==> config.mk <==
export PLATFORM = sky130hd
export DESIGN_NAME = combinatorial_count_unit
export DESIGN_NICKNAME = d
export VERILOG_FILES = /design/src/rtl/core/cnu_pkg.sv /design/src/rtl/core/cnu_datapath.sv /design/src/rtl/core/cnu_ctrl.sv /design/src/rtl/core/combinatorial_count_unit.sv
export SDC_FILE = /design/constraint.sdc
export NUM_CORES = 1
export LEC_CHECK = 0
export ABC_AREA = 1
export BUFFER_PORTS_ARGS = -buffer_cell sky130_fd_sc_hd__clkbuf_2
export CORE_MARGIN = 2
export CORE_UTILIZATION = 40
export CTS_CLUSTER_SIZE = 8
export DETAILED_ROUTE_END_ITERATION = 8
export SLEW_MARGIN = 20
export SYNTH_ARGS = -nofsm -noshare
export SYNTH_HDL_FRONTEND = slang
export SYNTH_HIERARCHICAL = 1
export SYNTH_SLANG_ARGS = --single-unit
==> constraint.sdc <==
create_clock -name clock -period 5.6 [get_ports clock]
set_input_delay 0.56 -clock clock [delete_from_list [all_inputs] [get_ports clock]]
set_output_delay 0.56 -clock clock [all_outputs]
set_load 0.02 [all_outputs]
==> src/rtl/core/cnu_pkg.sv <==
// cnu_pkg: types, mode codes and controller/datapath interface structs
// for the combinatorial count unit. no dependencies.
`timescale 1ns / 1ps

package cnu_pkg;

   localparam int MAX_FACT_ARG_DEF = 12;

   localparam int MODE_W  = 3;
   localparam int N_W     = 8;
   localparam int M_W     = 5;
   localparam int COUNT_W = 31;
   localparam int ACC_W   = 32;
   localparam int PROD_W  = ACC_W + N_W;
   // shared step counter: power loop index, factorial index, divider step
   localparam int CNT_W   = 5;

   localparam logic [MODE_W-1:0] MODE_VAR_REP  = 3'd0;
   localparam logic [MODE_W-1:0] MODE_VAR      = 3'd1;
   localparam logic [MODE_W-1:0] MODE_COMB     = 3'd2;
   localparam logic [MODE_W-1:0] MODE_COMB_REP = 3'd3;
   localparam logic [MODE_W-1:0] MODE_PERM     = 3'd4;

   typedef struct packed {
      logic [MODE_W-1:0] mode;
      logic [N_W-1:0]    n;
      logic [M_W-1:0]    m;
   } req_word_type;

   typedef struct packed {
      logic [COUNT_W-1:0] count;
      logic               status;
   } rsp_word_type;

   // which argument a factorial loop runs up to
   typedef enum logic [2:0] {
      LIM_N   = 3'd0,
      LIM_NM  = 3'd1,
      LIM_M   = 3'd2,
      LIM_NM1 = 3'd3,
      LIM_N1  = 3'd4
   } lim_sel_type;

   typedef struct packed {
      logic        load;
      logic        pow_mul;
      logic        fact_mul;
      logic        fact_start;
      lim_sel_type lim_sel;
      logic        save_num;
      logic        div_start;
      logic        div_step;
      logic        write_out;
   } cnu_cmd_type;

   typedef struct packed {
      logic [MODE_W-1:0] mode;
      logic              err;
      logic              mul_ovf;
      logic              pow_done;
      logic              fact_done;
      logic              div_last;
      logic              out_busy;
   } cnu_status_type;

endpackage

==> src/rtl/core/cnu_datapath.sv <==
// cnu_datapath: argument checks, shared multiplier, restoring divider and
// output register. depends on cnu_pkg.
`timescale 1ns / 1ps

module cnu_datapath
   import cnu_pkg::*;
#(
   parameter int MAX_FACT_ARG = MAX_FACT_ARG_DEF
) (
   input  logic           clock,
   input  logic           reset,
   input  req_word_type   req_word,
   input  cnu_cmd_type    cmd,
   output cnu_status_type status,
   output logic           rsp_valid,
   input  logic           rsp_stall,
   output rsp_word_type   rsp_word
);

   logic [MODE_W-1:0] mode_ff, mode_in;
   logic [N_W-1:0]    n_ff, n_in;
   logic [M_W-1:0]    m_ff, m_in;
   logic              err_ff, err_in;
   logic [ACC_W-1:0]  acc_ff, acc_in;
   logic [ACC_W-1:0]  num_ff, num_in;
   logic [ACC_W-1:0]  rem_ff, rem_in;
   logic [CNT_W-1:0]  cnt_ff, cnt_in;
   logic [CNT_W-1:0]  lim_ff, lim_in;
   logic              rsp_valid_ff, rsp_valid_in;
   rsp_word_type      rsp_ff, rsp_in;

   logic              arg_err;
   logic [N_W:0]      nm_sum;
   logic [N_W-1:0]    operand;
   logic [PROD_W-1:0] product;
   logic              ovf;
   logic [N_W-1:0]    lim_full;
   logic [ACC_W:0]    rem_shift;
   logic              rem_ge;

   localparam logic [PROD_W-1:0] COUNT_MAX = {{(PROD_W-COUNT_W){1'b0}}, {COUNT_W{1'b1}}};
   localparam logic [N_W-1:0]    MAX_N     = N_W'(MAX_FACT_ARG);
   localparam logic [N_W:0]      MAX_SUM   = (N_W+1)'(MAX_FACT_ARG + 1);

   // argument checks on the incoming word
   always_comb begin
      nm_sum = {1'b0, req_word.n} + {{(N_W+1-M_W){1'b0}}, req_word.m};
      case (req_word.mode)
         MODE_VAR_REP: arg_err = 1'b0;
         MODE_VAR, MODE_COMB: begin
            arg_err = ({{(N_W-M_W){1'b0}}, req_word.m} > req_word.n) || (req_word.n > MAX_N);
         end
         MODE_COMB_REP: arg_err = (req_word.n == '0) || (nm_sum > MAX_SUM);
         MODE_PERM:     arg_err = req_word.n > MAX_N;
         default:       arg_err = 1'b1;
      endcase
   end

   // only the power mode multiplies by n, every other mode by the loop index
   assign operand = (mode_ff == MODE_VAR_REP) ? n_ff : {{(N_W-CNT_W){1'b0}}, cnt_ff};
   assign product = {{N_W{1'b0}}, acc_ff} * {{ACC_W{1'b0}}, operand};
   assign ovf     = product > COUNT_MAX;

   always_comb begin
      case (cmd.lim_sel)
         LIM_N:   lim_full = n_ff;
         LIM_NM:  lim_full = n_ff - {{(N_W-M_W){1'b0}}, m_ff};
         LIM_M:   lim_full = {{(N_W-M_W){1'b0}}, m_ff};
         LIM_NM1: lim_full = n_ff + {{(N_W-M_W){1'b0}}, m_ff} - N_W'(1);
         LIM_N1:  lim_full = n_ff - N_W'(1);
         default: lim_full = n_ff;
      endcase
   end

   assign rem_shift = {rem_ff, num_ff[ACC_W-1]};
   assign rem_ge    = rem_shift >= {1'b0, acc_ff};

   always_comb begin
      mode_in      = mode_ff;
      n_in         = n_ff;
      m_in         = m_ff;
      err_in       = err_ff;
      acc_in       = acc_ff;
      num_in       = num_ff;
      rem_in       = rem_ff;
      cnt_in       = cnt_ff;
      lim_in       = lim_ff;
      rsp_valid_in = rsp_valid_ff;
      rsp_in       = rsp_ff;

      if (cmd.load) begin
         mode_in = req_word.mode;
         n_in    = req_word.n;
         m_in    = req_word.m;
         err_in  = arg_err;
         acc_in  = ACC_W'(1);
         cnt_in  = '0;
      end
      if (cmd.pow_mul || cmd.fact_mul) begin
         acc_in = product[ACC_W-1:0];
         cnt_in = cnt_ff + CNT_W'(1);
         if (cmd.pow_mul && ovf) begin
            err_in = 1'b1;
         end
      end
      if (cmd.save_num) begin
         num_in = acc_ff;
         acc_in = ACC_W'(1);
      end
      if (cmd.fact_start) begin
         cnt_in = CNT_W'(2);
         // arguments are in range here, the low bits carry the whole value
         lim_in = lim_full[CNT_W-1:0];
      end
      if (cmd.div_start) begin
         rem_in = '0;
         cnt_in = '0;
      end
      if (cmd.div_step) begin
         rem_in = rem_ge ? rem_shift[ACC_W-1:0] - acc_ff : rem_shift[ACC_W-1:0];
         num_in = {num_ff[ACC_W-2:0], rem_ge};
         cnt_in = cnt_ff + CNT_W'(1);
      end

      if (rsp_valid_ff && !rsp_stall) begin
         rsp_valid_in = 1'b0;
      end
      if (cmd.write_out) begin
         rsp_valid_in = 1'b1;
         if (err_ff) begin
            rsp_in.count  = '0;
            rsp_in.status = 1'b1;
         end else if (mode_ff == MODE_VAR_REP || mode_ff == MODE_PERM) begin
            rsp_in.count  = acc_ff[COUNT_W-1:0];
            rsp_in.status = 1'b0;
         end else begin
            rsp_in.count  = num_ff[COUNT_W-1:0];
            rsp_in.status = 1'b0;
         end
      end
   end

   always_ff @(posedge clock) begin
      if (reset) begin
         rsp_valid_ff <= 1'b0;
      end else begin
         rsp_valid_ff <= rsp_valid_in;
      end
      mode_ff <= mode_in;
      n_ff    <= n_in;
      m_ff    <= m_in;
      err_ff  <= err_in;
      acc_ff  <= acc_in;
      num_ff  <= num_in;
      rem_ff  <= rem_in;
      cnt_ff  <= cnt_in;
      lim_ff  <= lim_in;
      rsp_ff  <= rsp_in;
   end

   always_comb begin
      status.mode      = mode_ff;
      status.err       = err_ff;
      status.mul_ovf   = ovf;
      status.pow_done  = cnt_ff == m_ff;
      status.fact_done = cnt_ff > lim_ff;
      // counter wraps after 2**CNT_W steps, one per quotient bit
      status.div_last  = &cnt_ff;
      status.out_busy  = rsp_valid_ff && rsp_stall;
   end

   assign rsp_valid = rsp_valid_ff;
   assign rsp_word  = rsp_ff;

endmodule

==> src/rtl/core/cnu_ctrl.sv <==
// cnu_ctrl: sequencer for the power loop, factorial loops and division.
// depends on cnu_pkg.
`timescale 1ns / 1ps

module cnu_ctrl
   import cnu_pkg::*;
(
   input  logic           clock,
   input  logic           reset,
   input  logic           req_valid,
   output logic           req_stall,
   input  cnu_status_type status,
   output cnu_cmd_type    cmd
);

   typedef enum logic [7:0] {
      ST_IDLE  = 8'b0000_0001,
      ST_SETUP = 8'b0000_0010,
      ST_POW   = 8'b0000_0100,
      ST_FNUM  = 8'b0000_1000,
      ST_FDEN  = 8'b0001_0000,
      ST_FMUL  = 8'b0010_0000,
      ST_DIV   = 8'b0100_0000,
      ST_DONE  = 8'b1000_0000
   } state_type;

   state_type state_ff, state_in;

   always_comb begin
      state_in = state_ff;
      cmd      = '0;
      cmd.lim_sel = LIM_N;

      case (state_ff)
         ST_IDLE: begin
            if (req_valid) begin
               cmd.load = 1'b1;
               state_in = ST_SETUP;
            end
         end
         ST_SETUP: begin
            if (status.err) begin
               state_in = ST_DONE;
            end else if (status.mode == MODE_VAR_REP) begin
               state_in = ST_POW;
            end else begin
               cmd.fact_start = 1'b1;
               cmd.lim_sel    = (status.mode == MODE_COMB_REP) ? LIM_NM1 : LIM_N;
               state_in       = ST_FNUM;
            end
         end
         ST_POW: begin
            if (status.pow_done) begin
               state_in = ST_DONE;
            end else begin
               cmd.pow_mul = 1'b1;
               if (status.mul_ovf) begin
                  state_in = ST_DONE;
               end
            end
         end
         ST_FNUM: begin
            if (!status.fact_done) begin
               cmd.fact_mul = 1'b1;
            end else if (status.mode == MODE_PERM) begin
               state_in = ST_DONE;
            end else begin
               cmd.save_num   = 1'b1;
               cmd.fact_start = 1'b1;
               cmd.lim_sel    = (status.mode == MODE_COMB_REP) ? LIM_N1 : LIM_NM;
               state_in       = ST_FDEN;
            end
         end
         ST_FDEN: begin
            if (!status.fact_done) begin
               cmd.fact_mul = 1'b1;
            end else if (status.mode == MODE_VAR) begin
               cmd.div_start = 1'b1;
               state_in      = ST_DIV;
            end else begin
               // keep the partial denominator and multiply on by m!
               cmd.fact_start = 1'b1;
               cmd.lim_sel    = LIM_M;
               state_in       = ST_FMUL;
            end
         end
         ST_FMUL: begin
            if (!status.fact_done) begin
               cmd.fact_mul = 1'b1;
            end else begin
               cmd.div_start = 1'b1;
               state_in      = ST_DIV;
            end
         end
         ST_DIV: begin
            cmd.div_step = 1'b1;
            if (status.div_last) begin
               state_in = ST_DONE;
            end
         end
         ST_DONE: begin
            if (!status.out_busy) begin
               cmd.write_out = 1'b1;
               state_in      = ST_IDLE;
            end
         end
         default: begin
            state_in = ST_IDLE;
         end
      endcase
   end

   always_ff @(posedge clock) begin
      if (reset) begin
         state_ff <= ST_IDLE;
      end else begin
         state_ff <= state_in;
      end
   end

   assign req_stall = state_ff != ST_IDLE;

endmodule

==> src/rtl/core/combinatorial_count_unit.sv <==
// channel  direction  word           handshake
// req      in         req_word_type  req_valid / req_stall
// rsp      out        rsp_word_type  rsp_valid / rsp_stall
//
// one word at a time: an argument error skips the loops, a
// power runs one multiply per exponent step, and a combination runs
// up to three factorial loops on the shared multiplier, then a 32-step
// restoring divider. reset is synchronous and clears the sequencer and the
// output valid. the result sits in an output register; a stalled rsp holds
// the sequencer in its final state until the register frees up.
// top level, depends on cnu_pkg, cnu_ctrl and cnu_datapath.
`timescale 1ns / 1ps

module combinatorial_count_unit
   import cnu_pkg::*;
#(
   parameter int MAX_FACT_ARG = MAX_FACT_ARG_DEF
) (
   input  logic         clock,
   input  logic         reset,
   input  logic         req_valid,
   output logic         req_stall,
   input  req_word_type req_word,
   output logic         rsp_valid,
   input  logic         rsp_stall,
   output rsp_word_type rsp_word
);

   cnu_cmd_type    cmd;
   cnu_status_type status;

   cnu_ctrl u_ctrl (
      .clock     (clock),
      .reset     (reset),
      .req_valid (req_valid),
      .req_stall (req_stall),
      .status    (status),
      .cmd       (cmd)
   );

   cnu_datapath #(
      .MAX_FACT_ARG (MAX_FACT_ARG)
   ) u_datapath (
      .clock     (clock),
      .reset     (reset),
      .req_word  (req_word),
      .cmd       (cmd),
      .status    (status),
      .rsp_valid (rsp_valid),
      .rsp_stall (rsp_stall),
      .rsp_word  (rsp_word)
   );

endmodule
Yosys cells after proc, flatten, opt, wreduce, memory -nomap -nowiden. Cells that the tools add are included. W data, S select, Z words.

Latch bits: 0. Input bits: 20. Word-level logic and storage cells: 132. RAM bits: 0. Register bits after elaboration: 164. Memories kept: 0. Memory bits (read-only): 0. Output and inout bits: 34.

Bitwise logic cells: 0. Shift-type cells: 0. Order comparisons: 6. Divide/modulo/power cells: 0. Multiply operators: 1. Add/subtract/negate cells: 7. Mux-type cells: 57. Equal/unequal tests: 28. Reduce and logical (&&, ||, !) cells: 20.

Operators by type and width (number): $mux W32 (8); $mux W8 (11); $pmux W8 S8 (1); $gt A40 B31 Y1 const B (1); $mul A32 B8 Y40 (1); $mux W5 (7); $ge A33 B32 Y1 (1); $sub A32 B32 Y32 (1); $mux W4 (5); $pmux W5 S4 (1); $mux W1 (18); $eq A3 B2 Y1 const B (5); $pmux W4 S3 (1); $sub A5 B1 Y5 const B (2); $add A8 B5 Y9 (1); $eq A3 B1 Y1 const B (3); $eq A3 B3 Y1 const B (3); $gt A9 B4 Y1 const B (1); $eq A8 B1 Y1 const B (1); $eq A8 B2 Y1 const B (1); $eq A8 B3 Y1 const B (1); $eq A8 B4 Y1 const B (1); $eq A8 B5 Y1 const B (1); $eq A8 B6 Y1 const B (1); 29 further kinds (42).

Logic depth before layout (Yosys ltp).
Depth in word-level cells: 8. Mapped depth: 40. Depth with buffers taken out: 39.

Cells and area by module. The synthesis kept the hierarchy.

Modules (own cells, without submodules): cnu_datapath (times used 1, area an instance 17933.4 um2, seq. area each 4344.2 um2, cells each 2361); cnu_ctrl (times used 1, area an instance 742.0 um2, seq. area each 160.2 um2, cells each 124).

Least setup slack after synthesis. Ideal clock, no wire load.

Kind: register to register. From: register u_datapath.mode_ff[0]. To: register u_ctrl.state_ff[5]. Path slack: -327 ps. Path buffers: 2. Data arrival time: 5813 ps. Library setup time: 114 ps. Stages on the path, launching flop included: 36. Clock period less this slack: 5927 ps. Data required time: 5486 ps. Cells stage by stage: edfxtp_1 -> nor2_1 -> inv_1 -> nor2_1 -> inv_2 -> o21ai_2 -> buf_2 -> nor2_1 -> fa_1 -> fa_1 -> fa_1 -> inv_1 -> fa_1 -> inv_1 -> ha_1 -> nand2_1 -> inv_1 -> nand2_1 -> inv_1 -> a21oi_1 -> nor2_1 -> nor2_1 -> nand3_1 -> nand2_1 -> nand2_1 -> nor2_1 -> nand3_1 -> buf_4 -> nor2_1 -> nand3_1 -> nand2_2 -> nor2_4 -> nand2_2 -> nand2_1 -> nand2_1 -> nor2_2.

Longest elaborated chain between the ends: 6. Elaborated cells on any way between the ends: 10. Classes of those cells: 1 x mul; 1 x order compare; 2 x eq/ne; 4 x mux; 2 x reduce/logical.

RTL lines: start: declaration (line cnu_datapath.sv:20) `logic [MODE_W-1:0] mode_ff, mode_in;`; start signal: assignment (line cnu_datapath.sv:149) `mode_ff <= mode_in;`; $logic_not A3 Y1 (line cnu_datapath.sv:60) `assign operand = (mode_ff == MODE_VAR_REP) ? n_ff : {{(N_W-CNT_W){1'b0}}, cnt_ff};`; $mux W8 (line cnu_datapath.sv:60); $mul A32 B8 Y40 (line cnu_datapath.sv:61) `assign product = {{N_W{1'b0}}, acc_ff} * {{ACC_W{1'b0}}, operand};`; $gt A40 B31 Y1 (line cnu_datapath.sv:62) `assign ovf = product > COUNT_MAX;`; net u_datapath.ovf (line cnu_datapath.sv:36) `logic ovf;`; $ne A3 B2 Y1 (no line); $reduce_and A7 Y1 (no line); end signal: assignment (line cnu_ctrl.sv:117) `state_ff <= state_in;`; end: declaration (line cnu_ctrl.sv:27) `state_type state_ff, state_in;`.

The timed path passes the listed nets, and every way through them passes these cells. The select of a mux whose other input is x is not followed. A chain may end at the register's enable or synchronous reset.

==> impl_metrics.yaml <==
run_status:
  status: "finished with violations"
  failed_checks: "negative setup slack"
floorplan:
  placementRows: 79
  initial_core_util: 0.403
  fp.dieH_um: 220
  core_mm2: 0.0464
  pin_count: 54
  fp.dieArea_mm2: 0.0484
  die_x_um: 220
setup_path:
  end_kind: "register"
  r2r-end: "u_ctrl/state_ff[7]$_SDFFE_PP0P_"
  cpMaxStageDelayCell: "fa_1"
  critPathLaunchType: "register"
  cp.required_ps: 5960
  worstPathArrival_ps: 6270
  rrSetupSlack_ps: -310
  crit_top_cell: "nand2_1"
  critPathMaxStageDelay_ps: 560
  cp_max_fo: 7
  reg2reg_depth: 35
  crit_type: "reg2reg"
  r2r_start: "u_datapath/mode_ff[1]$_DFFE_PP_"
synthesis:
  synth_area_leaders: "fa_1 20%, edfxtp_1 20%, nand2_1 11%, inv_1 8.4%, ha_1 8.0%"
  yosysWarnings: 6
  async_flop_share: 0
  synth_most_common_cell: "nand2_1"
  ys_seq_area_frac: 0.241
  synth_area_leader_cell: "fa_1"
  syn_area_mm2: 0.0187
  ys_ff_latch: 164
  synthTopCellsByCount: "553 x nand2_1, 418 x inv_1, 400 x nor2_1"
  synth_edf_count: 122
  syn-num-nets: 2809
  yosysUniqueCellTypes: 58
  synth_top_area_share: 0.197
  avgSynthCellArea_um2: 7.52
  syn_inst: 2485
  synthFlopType: "edfxtp_1"
drt:
  drc_errors: 0
  avgViaCountPerCell: 5.15
  firstDrtPassIters: 5
  dr.first_iter.drc_count: 1338
  wl_per_cell_um: 17.4
  route.vias.total: 17000
  drt_wl_total_mm: 57.6
  ant_nets: 0
power:
  power.internal_mw: 3.46
  comb_power_share: 0.537
  vdd_drop_max_mv: 0.223
  power.leakage_nw: 10.4
  power.switching_mw: 2.68
  swShare: 0.437
  powerDensity_mw_per_mm2: 269
  power.share.sequential: 0.260
  p_clk_frac: 0.203
timing:
  tns_ps: -1110
  fin_crit_sh: 1.06
  relSlewSlack: 0.289
  period_needed_ps: 5910
  fin_ws_ps: -308
  max_freq_ghz: 0.169
  clock_skew_ps: 15.9
  rsz0062_at_grt: "true"
  hold_slack_ps: 300
  maxSlewViolCount: 0
  finalHoldViolations: 0
  tightestPinTransition_ps: 1060
  setup_viol: 4
global_routing:
  grt.total_usage: 0.247
  grt_overflow: 0
  antenna_found_initial: 1
  grt_pass1_wl_mm: 92.1
  first_global_vias: 17200
  grt_max_degree: 63
min_path:
  worstHoldStart: "req_word[12]"
  hold_class: "in2reg"
  min_to: "u_datapath/n_ff[7]$_DFFE_PP_"
  hold_depth: 1
final_layout:
  fin_nets: 3004
  syn_to_final_growth_pct: 22.2
  design_area_mm2: 0.0228
  seqCellArea_mm2: 0.00450
  antennaDiodeCount: 0
  num-fill-cells: 4436
  multi_input_comb_area_mm2: 0.0133
  layout-drive-gt1-share: 0.217
cts:
  clockRootBuffer: "clkbuf_16"
  insertion_delay_ps: 470
  cts_hold_buf: 0
  cts_sinks: 164
  cts_made_buffers: 17
  ctsLongestPathBuffers: 2
  htree_num_levels: 4
  cts_tree: "built"
  clk_transition_reported_paths_ps: 70
place:
  post_dp_cell_area_mm2: 0.0210
  gp_congestion: 0.962
  port_buffers: 53
  hpwl_mm: 45.2
flow_run:
  maxCapViolations: 0
worst max-delay path by stage:
stage	startpoint	endpoint	cells past startpoint	slack (ps)
after floorplan	u_datapath/mode_ff[0]$_DFFE_PP_	u_ctrl/state_ff[5]$_SDFFE_PP0P_	34	0.8
after global placement	u_datapath/mode_ff[0]$_DFFE_PP_	u_ctrl/state_ff[5]$_SDFFE_PP0P_	34	-640
after detailed placement	u_datapath/mode_ff[0]$_DFFE_PP_	u_ctrl/state_ff[5]$_SDFFE_PP0P_	36	-720
after CTS	u_datapath/mode_ff[1]$_DFFE_PP_	u_ctrl/state_ff[7]$_SDFFE_PP0P_	31	-250
after global routing	u_datapath/mode_ff[1]$_DFFE_PP_	u_ctrl/state_ff[7]$_SDFFE_PP0P_	35	-610
final	u_datapath/mode_ff[1]$_DFFE_PP_	u_ctrl/state_ff[7]$_SDFFE_PP0P_	35	-310
power groups by stage:
stage | sequential (mW) | combinational [mW] | clock, mW
after CTS | 1.59 | 3.20 | 1.28
after detailed placement | 1.62 | 2.98 | 0
after floorplan | 1.62 | 1.73 | 0
final | 1.60 | 3.30 | 1.25
after global routing | 1.61 | 3.60 | 1.32
after global placement | 1.62 | 2.95 | 0
state kept, by name, summed over array words and instances (netlist names), 3 cells and up:
register             cells
u_datapath/lim_ff        5
u_datapath/n_ff          8
u_datapath/acc_ff       32
u_datapath/mode_ff       3
u_ctrl/state_ff          8
u_datapath/rsp_word     32
u_datapath/m_ff          5
u_datapath/cnt_ff        5
u_datapath/rem_ff       32
u_datapath/num_ff       32
worst max-delay path: cells and delay by family (launching register included):
kind,cells,cell delay (ps)
flip-flops,1,430
AO/OA/AOI/OAI,2,320
AND/OR/NAND/NOR,20,1810
adder cells (fa/ha/maj),5,2410
buffers and inverters,8,810
routing by layer:
| layer | global-route usage | wire length, µm | vias to the layer above | part of all wire |
|---|---|---|---|---|
| met1 | 0.333 | 25900 | 8224 | 0.45 |
| met2 | 0.403 | 26800 | 481 | 0.47 |
| met4 | 0.0866 | 1770 | 2 | 0.031 |
| met3 | 0.0367 | 3010 | 97 | 0.052 |
| li1 | - | - | 8175 | - |
| met5 | 0 | 13 | - | 0.00023 |
cells in the final DEF, fill, tap and decap left out, drive strengths merged, types with 42 or more instances in the layout:
cell / n
clkbuf: 71
dfxtp: 42
nor2: 430
edfxtp: 122
nand2: 569
o21ai: 90
inv: 435
fa: 184
ha: 120
nand3: 89
a21oi: 119
buf: 196
kinds of logic after synthesis:
logic type / count (synthesis) / synth area share
compound gates: 295 / 0.0933
xor+xnor: 32 / 0.0150
buf+inv: 516 / 0.107
simple gates: 1174 / 0.266
flops: 164 / 0.241
fa+ha+maj: 304 / 0.278
per-stage QoR:
stage          power, mW  setup slack, ps   util  cells
3_3_place_gp        4.56             -638  0.453   3247
5_1_grt             6.53             -614  0.492   3300
6_report            6.14             -308  0.492   3300
3_5_place_dp        4.60             -715  0.453   3247
4_1_cts             6.07             -247  0.482   3291
2_1_floorplan       3.35            0.754      -   2485
area by class of cell:
cell class / instances / area share
Inverter: 443 / 0.0744
Tap cell: 607 / 0.0333
Sequential cell: 164 / 0.197
Multi-Input combinational cell: 1805 / 0.583
Clock inverter: 14 / 0.00746
Clock buffer: 18 / 0.0188
Timing Repair Buffer: 249 / 0.0859
repair_timing:
| item | 4_1_cts | 5_1_grt |
|---|---|---|
| endpoints found under the setup margin | 10 | 14 |
| gates cloned | 1 | 0 |
| pin swaps | 74 | 51 |
| buffers inserted | 12 | 10 |
| gates resized for setup | 141 | 130 |
Power figures use the tool's default switching activity.
